$ cat src/design/fixed_partition_best_fit_allocator_assert.svh
// Assertion macros for the partition allocator.
`ifndef FIXED_PARTITION_BEST_FIT_ALLOCATOR_ASSERT_SVH
`define FIXED_PARTITION_BEST_FIT_ALLOCATOR_ASSERT_SVH

// Same-cycle implication, checked outside reset.
`define FPBF_ASSERT_NOW(lbl, ant, cons, msg) \
    lbl: assert property (@(posedge i_clk) disable iff (!i_rst_n) (ant) |-> (cons)) \
        else $error(msg);

// Next-cycle implication, checked outside reset.
`define FPBF_ASSERT_NXT(lbl, ant, cons, msg) \
    lbl: assert property (@(posedge i_clk) disable iff (!i_rst_n) (ant) |=> (cons)) \
        else $error(msg);

`endif

$ cat src/design/fpbf_pkg.sv
package fpbf_pkg;

    localparam int PARTS_DEF     = 6;
    localparam int NUM_SIZE_REGS = 6;
    localparam int SIZE_W        = 8;
    localparam int CNT_W         = 11;
    localparam int ID_W          = 16;
    localparam int IDX_W         = 3;
    localparam int STAT_W        = 2;
    localparam int CFG_AW        = 3;
    localparam int CFG_DW        = 11;
    localparam int IN_W          = 24;
    localparam int OUT_BITS      = STAT_W + IDX_W + 3 * CNT_W;
    localparam int OUT_W         = 40;

    localparam logic [CNT_W-1:0] CNT_MAX     = '1;
    localparam logic [CNT_W-1:0] TOTAL_RESET = 11'd100;

    localparam logic [SIZE_W-1:0] SIZE_RESET [NUM_SIZE_REGS] =
        '{8'd40, 8'd25, 8'd15, 8'd10, 8'd8, 8'd2};

    // configuration register indexes
    localparam logic [CFG_AW-1:0] CFG_TOTAL = 3'd6;

    // request kinds
    localparam logic OP_ALLOC = 1'b0;
    localparam logic OP_FREE  = 1'b1;

    // result status codes
    localparam logic [STAT_W-1:0] ST_OK       = 2'd0;
    localparam logic [STAT_W-1:0] ST_NOFIT    = 2'd1;
    localparam logic [STAT_W-1:0] ST_NOTFOUND = 2'd2;

    typedef struct packed {
        logic              found;
        logic [IDX_W-1:0]  idx;
        logic [SIZE_W-1:0] size;
    } t_scan_res;

    typedef struct packed {
        logic              apply;
        logic              op;
        logic [SIZE_W-1:0] req;
        logic [SIZE_W-1:0] size;
    } t_acct_cmd;

endpackage

$ cat src/design/fpbf_scan.sv
// Walks the partitions one per cycle through a single compare unit.
module fpbf_scan import fpbf_pkg::*; #(
    parameter int PARTITIONS = PARTS_DEF
) (
    input  logic              i_clk,
    input  logic              i_rst_n,
    input  logic              i_start,
    input  logic              i_op,
    input  logic [ID_W-1:0]   i_pid,
    input  logic [SIZE_W-1:0] i_req,
    input  logic              i_busy,
    input  logic [ID_W-1:0]   i_owner,
    input  logic [SIZE_W-1:0] i_size,
    output logic [IDX_W-1:0]  o_idx,
    output logic              o_active,
    output logic              o_done,
    output t_scan_res         o_res
);

    localparam logic [IDX_W-1:0] LAST = IDX_W'(PARTITIONS - 1);

    logic              r_active;
    logic [IDX_W-1:0]  r_idx;
    logic              r_found;
    logic [IDX_W-1:0]  r_best_idx;
    logic [SIZE_W-1:0] r_best_slack;
    logic [SIZE_W-1:0] r_best_size;

    logic [SIZE_W-1:0] w_slack;
    logic              w_take;

    always_comb begin
        w_slack = i_size - i_req;
        if (i_op == OP_ALLOC) begin
            // ties go to the later index, hence <=
            w_take = !i_busy && (i_size >= i_req) && (!r_found || w_slack <= r_best_slack);
        end else begin
            // lowest owning index wins
            w_take = i_busy && (i_owner == i_pid) && !r_found;
        end
    end

    always_ff @(posedge i_clk) begin
        if (!i_rst_n) begin
            r_active <= 1'b0;
            r_idx    <= '0;
            r_found  <= 1'b0;
        end else if (i_start) begin
            r_active <= 1'b1;
            r_idx    <= '0;
            r_found  <= 1'b0;
        end else if (r_active) begin
            if (w_take) begin
                r_found <= 1'b1;
            end
            if (r_idx == LAST) begin
                r_active <= 1'b0;
            end else begin
                r_idx <= r_idx + 1'b1;
            end
        end
    end

    always_ff @(posedge i_clk) begin
        if (r_active && w_take) begin
            r_best_idx   <= r_idx;
            r_best_slack <= w_slack;
            r_best_size  <= i_size;
        end
    end

    assign o_idx        = r_idx;
    assign o_active     = r_active;
    assign o_done       = r_active && (r_idx == LAST);
    assign o_res.found  = r_found;
    assign o_res.idx    = r_found ? r_best_idx : '0;
    assign o_res.size   = r_best_size;

endmodule

$ cat src/design/fpbf_acct.sv
// Memory accounting: used, total free and usable free, all saturating.
module fpbf_acct import fpbf_pkg::*; (
    input  logic             i_clk,
    input  logic             i_rst_n,
    input  logic             i_reload,
    input  logic [CNT_W-1:0] i_total,
    input  t_acct_cmd        i_cmd,
    output logic [CNT_W-1:0] o_used,
    output logic [CNT_W-1:0] o_free,
    output logic [CNT_W-1:0] o_usable
);

    logic [CNT_W-1:0] r_used, r_free, r_usable;
    logic [CNT_W-1:0] n_used, n_free, n_usable;

    function automatic logic [CNT_W-1:0] sat_add(logic [CNT_W-1:0] a, logic [SIZE_W-1:0] b);
        logic [CNT_W:0] s;
        s = {1'b0, a} + {{(CNT_W + 1 - SIZE_W){1'b0}}, b};
        return s[CNT_W] ? CNT_MAX : s[CNT_W-1:0];
    endfunction

    function automatic logic [CNT_W-1:0] sat_sub(logic [CNT_W-1:0] a, logic [SIZE_W-1:0] b);
        logic [CNT_W-1:0] bx;
        bx = {{(CNT_W - SIZE_W){1'b0}}, b};
        return (a > bx) ? a - bx : '0;
    endfunction

    always_comb begin
        n_used   = r_used;
        n_free   = r_free;
        n_usable = r_usable;
        if (i_cmd.apply) begin
            if (i_cmd.op == OP_ALLOC) begin
                n_used   = sat_add(r_used, i_cmd.req);
                n_free   = sat_sub(r_free, i_cmd.req);
                n_usable = sat_sub(r_usable, i_cmd.size);
            end else begin
                n_used   = sat_sub(r_used, i_cmd.req);
                n_free   = sat_add(r_free, i_cmd.req);
                n_usable = sat_add(r_usable, i_cmd.size);
            end
        end
    end

    always_ff @(posedge i_clk) begin
        if (!i_rst_n) begin
            r_used   <= '0;
            r_free   <= TOTAL_RESET;
            r_usable <= TOTAL_RESET;
        end else if (i_reload) begin
            r_used   <= '0;
            r_free   <= i_total;
            r_usable <= i_total;
        end else begin
            r_used   <= n_used;
            r_free   <= n_free;
            r_usable <= n_usable;
        end
    end

    assign o_used   = r_used;
    assign o_free   = r_free;
    assign o_usable = r_usable;

endmodule

$ cat src/design/fixed_partition_best_fit_allocator.sv
// Best-fit allocator over a set of fixed, size-programmable memory partitions.
// Input stream: one request per transaction; tuser carries the opcode (allocate
// or free), tdata the process id and request size. Output stream: one result per
// request with status, partition index and the three memory counters.
// Config port: write sizes (index 0..5) or total memory (index 6) while idle;
// a total memory write frees every partition and reloads the counters.
// Timing: after acceptance the scanner visits one partition per cycle through a
// single compare unit, then the update state writes the result register. A new
// request is taken only once the block is back in idle, so it does not accept a
// request while an earlier one is still being scanned or updated.
// Reset: all partitions free, used count zero, free counters at 100, sizes at
// their defaults. If the receiver stalls, the result holds and the block takes
// one more request, then waits in its update cycle until the result is taken.
module fixed_partition_best_fit_allocator import fpbf_pkg::*; #(
    parameter int PARTITIONS = PARTS_DEF
) (
    input  logic              i_clk,
    input  logic              i_rst_n,
    input  logic              i_s_tvalid,
    output logic              o_s_tready,
    input  logic [IN_W-1:0]   i_s_tdata,   // process_id[15:0], request_size[23:16]
    input  logic              i_s_tuser,   // opcode[0]
    output logic              o_m_tvalid,
    input  logic              i_m_tready,
    output logic [OUT_W-1:0]  o_m_tdata,   // status[1:0], partition_index[4:2],
                                           // mem_used[15:5], total_free[26:16],
                                           // usable_free[37:27], zero pad above
    input  logic              i_cfg_we,
    input  logic [CFG_AW-1:0] i_cfg_addr,
    input  logic [CFG_DW-1:0] i_cfg_wdata
);

    localparam int PW = (PARTITIONS > 1) ? $clog2(PARTITIONS) : 1;

    localparam logic [1:0] S_IDLE = 2'd0;
    localparam logic [1:0] S_SCAN = 2'd1;
    localparam logic [1:0] S_UPD  = 2'd2;

    logic [1:0]  r_state, n_state;

    logic [SIZE_W-1:0] r_size [NUM_SIZE_REGS];
    logic [PARTITIONS-1:0] r_busy;
    logic [ID_W-1:0]   r_owner [PARTITIONS];

    logic              r_op;
    logic [ID_W-1:0]   r_pid;
    logic [SIZE_W-1:0] r_req;

    logic              r_out_valid;
    logic [STAT_W-1:0] r_out_stat;
    logic [IDX_W-1:0]  r_out_idx;

    logic              w_accept;
    logic              w_reload;
    logic              w_commit;
    logic [IDX_W-1:0]  w_scan_idx;
    logic              w_scan_active;
    logic              w_scan_done;
    t_scan_res         w_res;
    t_acct_cmd         w_cmd;
    logic [CNT_W-1:0]  w_used, w_free, w_usable;

    assign w_accept = i_s_tvalid && o_s_tready;
    assign w_reload = i_cfg_we && (i_cfg_addr == CFG_TOTAL);
    assign w_commit = (r_state == S_UPD) && (!r_out_valid || i_m_tready);
    assign o_s_tready = (r_state == S_IDLE);

    always_comb begin
        n_state = r_state;
        unique case (r_state)
            S_IDLE: if (w_accept) n_state = S_SCAN;
            S_SCAN: if (w_scan_done) n_state = S_UPD;
            S_UPD:  if (w_commit) n_state = S_IDLE;
            default: n_state = S_IDLE;
        endcase
    end

    always_ff @(posedge i_clk) begin
        if (!i_rst_n) begin
            r_state <= S_IDLE;
        end else begin
            r_state <= n_state;
        end
    end

    always_ff @(posedge i_clk) begin
        if (w_accept) begin
            r_op  <= i_s_tuser;
            r_pid <= i_s_tdata[ID_W-1:0];
            r_req <= i_s_tdata[ID_W +: SIZE_W];
        end
    end

    always_ff @(posedge i_clk) begin
        if (!i_rst_n) begin
            for (int i = 0; i < NUM_SIZE_REGS; i++) begin
                r_size[i] <= SIZE_RESET[i];
            end
        end else if (i_cfg_we && (i_cfg_addr < CFG_AW'(NUM_SIZE_REGS))) begin
            r_size[i_cfg_addr] <= i_cfg_wdata[SIZE_W-1:0];
        end
    end

    always_ff @(posedge i_clk) begin
        if (!i_rst_n || w_reload) begin
            r_busy <= '0;
        end else if (w_commit && w_res.found) begin
            r_busy[w_res.idx[PW-1:0]] <= (r_op == OP_ALLOC);
        end
    end

    always_ff @(posedge i_clk) begin
        if (w_commit && w_res.found && (r_op == OP_ALLOC)) begin
            r_owner[w_res.idx[PW-1:0]] <= r_pid;
        end
    end

    fpbf_scan #(
        .PARTITIONS(PARTITIONS)
    ) u_scan (
        .i_clk    (i_clk),
        .i_rst_n  (i_rst_n),
        .i_start  (w_accept),
        .i_op     (r_op),
        .i_pid    (r_pid),
        .i_req    (r_req),
        .i_busy   (r_busy[w_scan_idx[PW-1:0]]),
        .i_owner  (r_owner[w_scan_idx[PW-1:0]]),
        .i_size   (r_size[w_scan_idx]),
        .o_idx    (w_scan_idx),
        .o_active (w_scan_active),
        .o_done   (w_scan_done),
        .o_res    (w_res)
    );

    assign w_cmd.apply = w_commit && w_res.found;
    assign w_cmd.op    = r_op;
    assign w_cmd.req   = r_req;
    assign w_cmd.size  = w_res.size;

    fpbf_acct u_acct (
        .i_clk    (i_clk),
        .i_rst_n  (i_rst_n),
        .i_reload (w_reload),
        .i_total  (i_cfg_wdata[CNT_W-1:0]),
        .i_cmd    (w_cmd),
        .o_used   (w_used),
        .o_free   (w_free),
        .o_usable (w_usable)
    );

    always_ff @(posedge i_clk) begin
        if (!i_rst_n) begin
            r_out_valid <= 1'b0;
        end else if (w_commit) begin
            r_out_valid <= 1'b1;
        end else if (i_m_tready) begin
            r_out_valid <= 1'b0;
        end
    end

    always_ff @(posedge i_clk) begin
        if (w_commit) begin
            r_out_idx <= w_res.idx;
            if (w_res.found) begin
                r_out_stat <= ST_OK;
            end else if (r_op == OP_ALLOC) begin
                r_out_stat <= ST_NOFIT;
            end else begin
                r_out_stat <= ST_NOTFOUND;
            end
        end
    end

    // counters change only at commit or on a total memory write, so otherwise they stay matched to the held result
    assign o_m_tvalid = r_out_valid;
    assign o_m_tdata  = {{(OUT_W - OUT_BITS){1'b0}}, w_usable, w_free, w_used,
                         r_out_idx, r_out_stat};

`include "fixed_partition_best_fit_allocator_assert.svh"

    `FPBF_ASSERT_NXT(a_scan_starts, w_accept, w_scan_active, "scan did not start after accept")
    `FPBF_ASSERT_NOW(a_fail_idx_zero, o_m_tvalid && (r_out_stat != ST_OK), r_out_idx == '0, "failed result with nonzero index")
    `FPBF_ASSERT_NXT(a_busy_step, !w_reload, $countones(r_busy) <= $countones($past(r_busy)) + 1, "more than one partition taken at once")
    `FPBF_ASSERT_NOW(a_out_from_upd, $rose(o_m_tvalid), $past(r_state) == S_UPD, "result raised outside update")

endmodule
$ cat config.mk
export PLATFORM = sky130hd
export DESIGN_NAME = fixed_partition_best_fit_allocator
export DESIGN_NICKNAME = d
export VERILOG_FILES = /design/src/design/fpbf_pkg.sv /design/src/design/fpbf_scan.sv /design/src/design/fpbf_acct.sv /design/src/design/fixed_partition_best_fit_allocator.sv
export VERILOG_INCLUDE_DIRS = /design/src /design/src/design
export SDC_FILE = /design/constraint.sdc
export NUM_CORES = 1
export LEC_CHECK = 0
export BUFFER_PORTS_ARGS = -buffer_cell sky130_fd_sc_hd__buf_2
export CAP_MARGIN = 20
export CORE_ASPECT_RATIO = 1.2
export CORE_MARGIN = 1.5
export CORE_UTILIZATION = 25
export DETAILED_ROUTE_END_ITERATION = 7
export PLACE_DENSITY_LB_ADDON = 0.05
export SLEW_MARGIN = 20
export SYNTH_ARGS = -nofsm -noshare
export SYNTH_HDL_FRONTEND = slang
export SYNTH_SLANG_ARGS = --single-unit
$ cat constraint.sdc
create_clock -name i_clk -period 7.5 [get_ports i_clk]
set_input_delay 1.875 -clock i_clk [delete_from_list [all_inputs] [get_ports i_clk]]
set_output_delay 1.875 -clock i_clk [all_outputs]
set_load 0.05 [all_outputs]
==> impl_metrics.csv <==
group,metric,value,unit
run_status,outcome,"complete, no violations",
floorplanning,num_io_pins,86,
placement,place_ws,2.253,ns
timing,worst_slack,2.274,ns
synthesis,synth-seq-area-share,0.5308,
global_route,grt_pass1_wl,64.91,mm
cts,clock_path_buffers,3,
synthesis,syn_area,13710,um2
floorplanning,core_area,53990,um2
synthesis,synth_area_leaders,"edfxtp_1, dfxtp_1, ha_1",
routing,vias_per_cell,4.686,
synthesis,synth_edf_count,209,
cts,root_buffer,"clkbuf_16",
cts,cts_num_sinks,259,
routing,routed_wl,42.88,mm
placement,dp.cells,1932,
synthesis,avgSynthCellArea,11.83,um2
cts,ctsHoldBuffers,0,
power_and_ir_drop,vdd_drop_max,0.1190,mV
min_path,hp-start,"r_state[1]",
timing,fmax,191.4,MHz
synthesis,synth.most_common_cell,"edfxtp_1",
synthesis,synth_top_area_cell,"edfxtp_1",
global_route,grtUsageTotal,0.1553,
synthesis,synthAdderAreaFrac,0.07228,
setup_path,cp.arrival,5.39,ns
floorplanning,die_h,259.5,um
timing,finClkSkew,0.02528,ns
global_route,antenna_found_initial,0,
floorplanning,die_w,216.8,um
cts,htreeDepth,2,
floorplanning,row_count,93,
timing,rsz0062_at_grt,"false",
cts,cts_tree,"yes",
floorplanning,die_area,56260,um2
job,maxCapViolations,0,
cts,cts-resized-gates,0,
synthesis,yosysWarnings,0,
synthesis,synth_flop_cell,"edfxtp_1",
synthesis,yosys.area_share.simple,0.1025,
timing,finalHoldViolations,0,
cells_and_area,final_util,0.2979,
cts,cts_made_buffers,35,
synthesis,synth_mux_area_frac,0.07866,
global_route,grt_pass1_vias,9920,
cts,cts_setup_buffers,0,
routing,wl_per_cell,21.49,um
cells_and_area,antenna_cells,0,
cts,clock_latency,0.56,ns
setup_path,startpoint_type,"flop",
cells_and_area,fillers,5631,
placement,portBuffers,83,
synthesis,ys_types,78,
timing,timing.final.crit_share,0.6968,
synthesis,synth_compound_gate_area_share,0.1401,
floorplanning,initial_core_util,0.2539,
routing,dr.pass1.iters,5,
power_and_ir_drop,leakagePower,5.763,nW
setup_path,path_max_fanout,24,
synthesis,synth.cells.most_frequent,"edfxtp_1, nor2_1, a21oi_1, inv_1, ha_1",
placement,placed_area,14970,um2
cells_and_area,drive_gt1_frac,0.1691,
synthesis,synthCells,1159,
timing,fin_crit,5.226,ns
timing,tightestPinTransition,1.024,ns
synthesis,synth_top_area_frac,0.4577,
routing,vias,9349,
routing,drc_errors,0,
timing,final.setup.tns,0,ns
synthesis,ys_async_sr_fraction,0,
timing,slew_headroom,0.3158,
setup_path,cp-end-kind,"flop",
cells_and_area,syn2layout_area_growth,17.30,%
cells_and_area,fin_nets,1376,
cells_and_area,instances_no_fill,1995,
setup_path,worstPathRequired,7.66,ns
routing,drtIter0Drc,519,
cells_and_area,final_area,16080,um2
timing,final_max_slew_viol_count,0,
placement,dp_hpwl,29.99,mm
placement,gp_congestion,0.7553,
synthesis,yosys.area_share.xor_xnor,0.03577,
global_route,grt_overflow,0,
global_route,grt_max_degree,51,
min_path,min_path_cells,1,
cts,clk_pin_slew_worst_paths,0.05,ns
routing,drtAntennaViolNets,0,
power_and_ir_drop,power_density,228.1,nW/um2
synthesis,ys_ff_latch,259,
min_path,hp-class,"flop to flop",
timing,setup_viol,0,
synthesis,synth_top_family_by_area,"compound AO/OA/AOI/OAI gates",
setup_path,r2r_cells,15,
setup_path,crit_type,"flop to flop",
==> cell usage in the layout (no fill, tap or decap), types with 28 or more instances in the layout <==
cell type | Yosys | final
a21oi_1 | 75 | 75
buf_2 | 12 | 83
clkbuf_16 | 0 | 35
dfxtp_1 | 50 | 48
edfxtp_1 | 209 | 209
ha_1 | 68 | 68
inv_1 | 73 | 73
mux2i_1 | 29 | 29
mux4_2 | 28 | 28
nand2_1 | 53 | 53
nor2_1 | 89 | 86
o21ai_0 | 48 | 48
xnor2_1 | 38 | 38
==> worst paths after layout <==
kind                            to  slack, ns
min reg2reg             r_state[0]       0.50
max          u_scan.r_best_size[5]       2.27
max reg2reg  u_scan.r_best_size[5]       2.27
min                     r_state[0]       0.50
==> cells by family (layout without fill, tap and decap cells) <==
family	count (synthesis)	count (layout)
adder cells (fa/ha/maj)	75	75
buffers and inverters	131	238
flip-flops	259	259
other	1	18
AND/OR/NAND/NOR	283	283
XOR/XNOR	56	56
AO/OA/AOI/OAI	283	283
multiplexers	71	71
==> cell type report <==
type                            instances  area, um2  share of cell area
Inverter                               76      285.3             0.01774
Clock inverter                         17      170.2             0.01058
Sequential cell                       259       7282              0.4528
Timing Repair Buffer                   99      535.5             0.03330
Tap cell                              712      890.9             0.05539
Multi-Input combinational cell        786       5972              0.3713
Clock buffer                           46      947.2             0.05889
==> flip-flops by register name, summed over array words and instances (netlist names), 2 cells and up, named ones only <==
register	cells
r_busy	6
u_acct.o_free	11
u_acct.o_used	11
r_out_idx	3
r_size	64
r_req	8
u_scan.r_best_slack	8
r_out_stat	2
r_pid	16
u_acct.o_usable	11
u_scan.o_idx	3
r_state	2
r_owner	96
u_scan.r_best_size	8
u_scan.r_best_idx	3
==> worst max-delay path, stage by stage, from the launching register on <==
cell	delay [ns]
dfxtp_2	0.85
mux4_2	0.43
mux2_2	0.33
ha_1	0.30
a21o_1	0.18
a21oi_1	0.21
o21bai_1	0.10
a21oi_1	0.24
o21ai_0	0.16
xor2_1	0.23
ha_1	0.28
nand4_1	0.12
a211oi_1	0.06
a2111oi_0	0.35
and3_1	0.24
o21a_1	0.75
==> layer usage <==
layer  wire, um  track usage  up-vias  part of all wire
li1           -            -     4527                 -
met2      21900       0.2791      149              0.51
met5          0            0        -                 0
met3       1397      0.02519       58             0.033
met1      18590       0.1903     4615              0.43
met4        984      0.04475        0             0.023
==> per-stage QoR <==
| step | hold slack, ns | power [mW] |
|---|---|---|
| 2_1_floorplan | 0.4453 | 1.938 |
| 3_3_place_gp | 0.4783 | 2.078 |
| 3_5_place_dp | 0.4896 | 2.072 |
| 4_1_cts | 0.4995 | 3.740 |
| 5_1_grt | 0.5212 | 3.831 |
| 6_report | 0.4960 | 3.669 |
==> power by group <==
group	leakage, nW	switching, mW	total (mW)	internal, mW
clock network	0.548	0.668	1.63	0.967
logic	2.87	0.232	0.385	0.153
registers	2.35	0.0455	1.65	1.60
total	5.76	0.946	3.67	2.72
Note: power is estimated with default switching activity, not from simulation.
